`src/dmwo_pkg.sv`:
```
// Shared types, constants and tables of the drive mode / watchdog / odometry unit.
package dmwo_pkg;

	typedef enum logic [2:0] {
		MODE_STOP     = 3'd0,
		MODE_FORWARD  = 3'd1,
		MODE_BACKWARD = 3'd2,
		MODE_LEFT     = 3'd3,
		MODE_RIGHT    = 3'd4
	} mode_t;

	typedef enum logic [1:0] {
		CMD_VELOCITY = 2'd0,
		CMD_MANUAL   = 2'd1,
		CMD_WATCHDOG = 2'd2,
		CMD_PUBLISH  = 2'd3
	} cmd_t;

	localparam logic [2:0] MAN_STOP    = 3'd0;
	localparam logic [2:0] MAN_FORWARD = 3'd1;
	localparam logic [2:0] MAN_LEFT    = 3'd2;
	localparam logic [2:0] MAN_RIGHT   = 3'd3;

	localparam logic [2:0] REG_DEADBAND = 3'd0;
	localparam logic [2:0] REG_FWD_SPD  = 3'd1;
	localparam logic [2:0] REG_TURN     = 3'd2;
	localparam logic [2:0] REG_WDG_TO   = 3'd3;
	localparam logic [2:0] REG_GRACE    = 3'd4;

	localparam logic signed [19:0] PI_Q13      = 20'sd25736;
	localparam logic signed [19:0] TWO_PI_Q13  = 20'sd51472;
	localparam logic signed [19:0] HALF_PI_Q16 = 20'sd102944;
	localparam logic signed [19:0] PI_Q16      = 20'sd205887;
	localparam logic signed [19:0] CORDIC_GAIN = 20'sd9949;
	localparam logic [9:0]         DT_MAX      = 10'd1000;
	// round(n / 1024000): add half of 1024000, drop 10 bits, then multiply by
	// ceil(2^38 / 1000) and drop 38 bits (exact for the 31-bit operand)
	localparam logic [19:0]        HALF_DIV    = 20'd512000;
	localparam logic [28:0]        RECIP_1000  = 29'd274877907;
	// heading divides by 500 = 1024000 / 2^11, so scale it onto the same divider
	localparam int                 HEAD_SHIFT  = 11;
	localparam int                 MAX_STEPS   = 20;

	typedef struct packed {
		logic [11:0] deadband;
		logic [14:0] forward_speed;
		logic [14:0] turn_rate;
		logic [15:0] watchdog_timeout_ms;
		logic [15:0] manual_grace_ms;
	} cfg_t;

	typedef struct packed {
		cmd_t               command;
		logic [31:0]        time_ms;
		logic signed [15:0] lin_vel;
		logic signed [15:0] ang_vel;
		logic [2:0]         manual_code;
	} req_t;

	typedef struct packed {
		mode_t              mode;
		logic signed [15:0] drive_linear;
		logic signed [15:0] drive_angular;
		logic signed [31:0] pos_x;
		logic signed [31:0] pos_y;
		logic signed [15:0] heading;
		logic               watchdog_fired;
	} res_t;

	function automatic logic signed [19:0] atan_q16(input logic [4:0] i);
		logic signed [19:0] v;
		case (i)
			5'd0:  v = 20'sd51472;
			5'd1:  v = 20'sd30385;
			5'd2:  v = 20'sd16055;
			5'd3:  v = 20'sd8150;
			5'd4:  v = 20'sd4091;
			5'd5:  v = 20'sd2047;
			5'd6:  v = 20'sd1024;
			5'd7:  v = 20'sd512;
			5'd8:  v = 20'sd256;
			5'd9:  v = 20'sd128;
			5'd10: v = 20'sd64;
			5'd11: v = 20'sd32;
			5'd12: v = 20'sd16;
			5'd13: v = 20'sd8;
			5'd14: v = 20'sd4;
			5'd15: v = 20'sd2;
			5'd16: v = 20'sd1;
			5'd17: v = 20'sd1;
			default: v = 20'sd0;
		endcase
		return v;
	endfunction

endpackage

```
`src/dmwo_front.sv`:
```
// Request intake: classifies the command and buffers requests in a two-entry queue.
module dmwo_front import dmwo_pkg::*; (
	input  logic        clk,
	input  logic        arst_n,
	input  logic        in_valid,
	output logic        in_ready,
	input  logic [1:0]  in_cmd,
	input  logic [66:0] in_data,
	output logic        q_valid,
	output req_t        q_req,
	input  logic        q_pop
);

	req_t       slot_q [2];
	logic       wr_q, rd_q;
	logic [1:0] cnt_q;
	req_t       req;
	logic       push;

	always_comb begin
		req.command     = cmd_t'(in_cmd);
		req.time_ms     = in_data[31:0];
		req.lin_vel     = in_data[47:32];
		req.ang_vel     = in_data[63:48];
		req.manual_code = in_data[66:64];
	end

	assign in_ready = (cnt_q != 2'd2);
	assign push     = in_valid && in_ready;
	assign q_valid  = (cnt_q != 2'd0);
	assign q_req    = slot_q[rd_q];

	always_ff @(posedge clk) begin
		if (push) begin
			slot_q[wr_q] <= req;
		end
	end

	always_ff @(posedge clk or negedge arst_n) begin
		if (!arst_n) begin
			wr_q  <= 1'b0;
			rd_q  <= 1'b0;
			cnt_q <= 2'd0;
		end else begin
			if (push) begin
				wr_q <= ~wr_q;
			end
			if (q_pop) begin
				rd_q <= ~rd_q;
			end
			cnt_q <= cnt_q + {1'b0, push} - {1'b0, q_pop};
		end
	end

endmodule

```
`config.mk`:
```
export PLATFORM = sky130hd
export DESIGN_NAME = dmwo_front
export DESIGN_NICKNAME = d
export VERILOG_FILES = /design/src/dmwo_pkg.sv /design/src/dmwo_front.sv
export SDC_FILE = /design/constraint.sdc
export NUM_CORES = 1
export LEC_CHECK = 0
export ABC_AREA = 1
export BUFFER_PORTS_ARGS = -buffer_cell sky130_fd_sc_hd__buf_2
export CORE_ASPECT_RATIO = 1.1
export CORE_UTILIZATION = 25
export CTS_BUF_LIST = sky130_fd_sc_hd__clkbuf_8
export DETAILED_ROUTE_END_ITERATION = 6
export SYNTH_ARGS = -nofsm -noshare
export SYNTH_HDL_FRONTEND = slang
export SYNTH_SLANG_ARGS = --single-unit
```
`constraint.sdc`:
```
create_clock -name clk -period 5.2 [get_ports clk]
set_input_delay 0.52 -clock clk [delete_from_list [all_inputs] [get_ports clk]]
set_output_delay 0.52 -clock clk [all_outputs]
set_load 0.02 [all_outputs]
```
==> out/summary.txt <==
OUTCOME
---------------------------------------------------------------------------------
Outcome ............................................................    completed

SETUP PATH
---------------------------------------------------------------------------------
Crit path launch type ..............................................         flop
Worst r2r dst ...................................................... slot_q[1][64]
Endpoint type of the worst setup path .............................. primary output
Slowest stage cell, crit path ...................................... sky130_fd_sc_hd__dfrtp_4
CP Data Required Time ..............................................      4.68 ns
Kind of critical path ..............................................   reg -> out
Critical R2R Launch ................................................     cnt_q[1]
Largest fanout of any net on the critical path .....................           37
Worst reg-to-reg setup slack .......................................      2.63 ns
Data arrival time of the worst path ................................      2.53 ns
Slowest cell delay on critical path ................................      0.84 ns
Worst-path cell chain .............................................. buf_4 -> mux2_4 -> buf_2
R2R depth ..........................................................            4

PLACED DESIGN
---------------------------------------------------------------------------------
Last weighted congestion value of the routability-driven placer ....       0.6131
Placed cell count ..................................................          670
Minimum setup slack after placement ................................     2.491 ns
# port buffers .....................................................          143
Final HPWL DP ......................................................      7038 µm
Standard cell area after detailed placement ........................ 0.006506 mm²

CLOCK TREE
---------------------------------------------------------------------------------
CTS H-Tree Depth ...................................................            4
Total CTS buffers ..................................................           17
Sink count of the clock tree .......................................          142
Clk pin slew, worst setup/hold paths ...............................      0.08 ns
Setup fix buffers added after clock tree synthesis .................            0
Library cell used as clock root buffer ............................. sky130_fd_sc_hd__clkbuf_8
Clock tree from TritonCTS ..........................................         done
Longest Clk Path Bufs ..............................................            2
Clock insertion delay at the later pin of the skew report ..........      0.42 ns

YOSYS
---------------------------------------------------------------------------------
Most frequent cell after synthesis ................................. sky130_fd_sc_hd__edfxtp_1
Warnings, synthesis ................................................            0
Net count after synthesis ..........................................          316
Sequential area share after synthesis ..............................       0.7664
Number of synthesized flops with an enable pin .....................          138
Synth async-reset ratio ............................................      0.02817
Distinct cell type count after synthesis ...........................           13
Netlist Area Pre-Place ............................................. 0.005538 mm²
Per-instance average area after synthesis ..........................    22.88 µm²
Share of the synthesized area in the top cell type .................       0.7483
Total of flip-flops plus latches after synthesis ...................          142
Synth top cells by count ........................................... sky130_fd_sc_hd__edfxtp_1 (138), sky130_fd_sc_hd__mux2_4 (69), sky130_fd_sc_hd__nand2_1 (10)
Area leader, netlist ............................................... sky130_fd_sc_hd__edfxtp_1
Ranking of synthesized cells by area ............................... sky130_fd_sc_hd__edfxtp_1 (75%), sky130_fd_sc_hd__mux2_4 (19%), sky130_fd_sc_hd__buf_12 (2.5%)
Leading register cell type out of synthesis ........................ sky130_fd_sc_hd__edfxtp_1
Post-synthesis instance total ......................................          242

GLOBAL ROUTING
---------------------------------------------------------------------------------
Total global routing track utilization .............................      0.09242
Number of global-route vias before repair ..........................        2,879
Number of antenna violations at the first check in global routing ..            2
Leftover overflow at the end of global routing .....................            0
Largest net degree at the start of global routing ..................           38
Wire length of the first global-routing pass .......................    15,150 µm

ROUTE
---------------------------------------------------------------------------------
Number of remaining DRC errors .....................................            0
Number of vias in the routed layout ................................        2,702
Number of optimization iterations in the first detailed-route pass .            4
Detailed Route Iter0 Violations ....................................           57
Number of vias per cell ............................................        3.838
DR WL/cell .........................................................     14.49 µm
Final wirelength ...................................................    10,200 µm
Antenna-violating nets left ........................................            0

FLOORPLANNING
---------------------------------------------------------------------------------
Width of the die ...................................................     143.9 µm
Die Y ..............................................................     158.1 µm
Row count ..........................................................           56
Overall die area ...................................................  0.02275 mm²
Count of pins on the block boundary ................................          144
Initial standard-cell utilization of the core ......................       0.2574
Core ar. ...........................................................  0.02151 mm²

TIMING
---------------------------------------------------------------------------------
Period utilization .................................................       0.5860
Tightest slew margin relative to the limit .........................       0.2835
Worst slew pin tran ................................................     1.072 ns
Layout Skew ........................................................   0.01130 ns
Unrepaired setup endpoints after global routing ....................           no
Worst setup slack after layout .....................................     2.153 ns
Setup total negative slack .........................................         0 ns
Final Setup Violations .............................................            0
Peak clock frequency supported by timing ...........................   0.3282 GHz
Final Hold Fails ...................................................            0
Fin crit period ....................................................     3.047 ns
Slew Viols, Final ..................................................            0

FINISH
---------------------------------------------------------------------------------
Number of nets in the layout .......................................          474
Relative area change from synthesis to final layout ................       25.85%
Fin area ........................................................... 0.006969 mm²
Number of non-filler instances in the completed layout .............          704
Fraction of layout cells with a size suffix above 1 ................       0.6005

MIN PATH
---------------------------------------------------------------------------------
Hold_sp ............................................................   in_data[3]
Worst-case hold path end point ..................................... slot_q[0][38]
Worst hold path depth ..............................................            1
Worst Hold Class ...................................................    in -> reg

PWR
---------------------------------------------------------------------------------
Worst-case vdd ir drop .............................................    0.3492 mV
Power density normalized to cell area .............................. 580.0 mW/mm²
Leakage power ......................................................     2.775 nW

JOB
---------------------------------------------------------------------------------
Max-cap violations .................................................            0

[stage by stage]
step / power (mW) / hold slack (ns) / utilization
after floorplan: 2.832 / 0.2244 / -
after global placement: 3.092 / 0.3309 / 0.3025
after detailed placement: 3.126 / 0.3311 / 0.3025
after CTS: 4.127 / 0.2243 / 0.3239
after global routing: 4.269 / 0.2281 / 0.3239
final: 4.042 / 0.2779 / 0.3240
[cell type report]
class	count	area (µm²)
fill	2101	14540
sequential	142	4248
multi-input combinational	87	1139
timing repair buffer	147	748.2
tap	290	362.8
clock buffer	17	234.0
clock inverter	15	216.5
inverter	5	18.77
antenna	1	2.502
[report_power, final]
| group | internal [mW] | total, mW | switching, mW |
|---|---|---|---|
| combinational | 0.614 | 1.36 | 0.746 |
| sequential | 1.56 | 1.70 | 0.137 |
| clock | 0.570 | 0.983 | 0.412 |
[cell families (layout without fill, tap and decap cells)]
logic type / count (synthesis) / count (layout) / synth area share
flip-flops: 142 / 142 / 0.7664
other: 0 / 1 / 0
buffers and inverters: 13 / 184 / 0.03073
multiplexers: 69 / 69 / 0.1871
AND/OR/NAND/NOR: 15 / 15 / 0.01107
AO/OA/AOI/OAI: 1 / 1 / 0.0009029
adder cells (fa/ha/maj): 1 / 1 / 0.002259
XOR/XNOR: 1 / 1 / 0.001582
[placed cells by master, fill, tap and decap left out]
cell	n
sky130_fd_sc_hd__nand2_1	10
sky130_fd_sc_hd__dlygate4sd3_1	1
sky130_fd_sc_hd__buf_4	3
sky130_fd_sc_hd__nor2_1	1
sky130_fd_sc_hd__buf_2	143
sky130_fd_sc_hd__nand3b_1	1
sky130_fd_sc_hd__nor2_4	2
sky130_fd_sc_hd__bufinv_16	5
sky130_fd_sc_hd__xor2_1	1
sky130_fd_sc_hd__diode_2	1
sky130_fd_sc_hd__edfxtp_1	138
sky130_fd_sc_hd__a21oi_1	1
sky130_fd_sc_hd__clkinv_2	2
sky130_fd_sc_hd__clkinvlp_4	3
sky130_fd_sc_hd__inv_6	3
sky130_fd_sc_hd__mux2_4	69
sky130_fd_sc_hd__clkinv_1	1
sky130_fd_sc_hd__clkbuf_8	17
sky130_fd_sc_hd__dfrtp_1	3
sky130_fd_sc_hd__inv_1	6
sky130_fd_sc_hd__ha_1	1
sky130_fd_sc_hd__nand3_1	1
sky130_fd_sc_hd__dfrtp_4	1
[timing repair]
item,in CTS,in global routing
resized for setup,0,0
hold buffers,1,0
endpoints found under the hold margin,4,0
[worst max-delay path by stage]
| stage | startpoint | to | slack [ns] |
|---|---|---|---|
| global route | rd_q | q_req[66] | 2.00 |
| detailed placement | in_valid | slot_q[0][63] | 2.49 |
| floorplan | cnt_q[1] | slot_q[1][0] | 1.04 |
| finish | rd_q | q_req[63] | 2.15 |
| global placement | in_valid | slot_q[0][60] | 2.56 |
| CTS | rd_q | q_req[66] | 2.07 |
[flip-flops by register name, summed over array words and instances (netlist names)]
name    flops
rd_q        1
cnt_q       2
slot_q    138
wr_q        1
[metal layers]
| layer | track usage | up-vias | wire length, µm |
|---|---|---|---|
| met5 | 0 | - | 10 |
| met4 | 0.03495 | 2 | 93 |
| met3 | 0.04295 | 11 | 757 |
| met2 | 0.1521 | 84 | 5061 |
| met1 | 0.1037 | 1345 | 4279 |
| li1 | - | 1260 | - |
[worst max-delay path: cells and delay by family, from the launching register on]
| kind | cells | cell delay [ns] |
|---|---|---|
| buffers and inverters | 2 | 0.82 |
| muxes | 1 | 0.36 |
| DFF | 1 | 0.84 |
(Power assumes the default switching activity.)
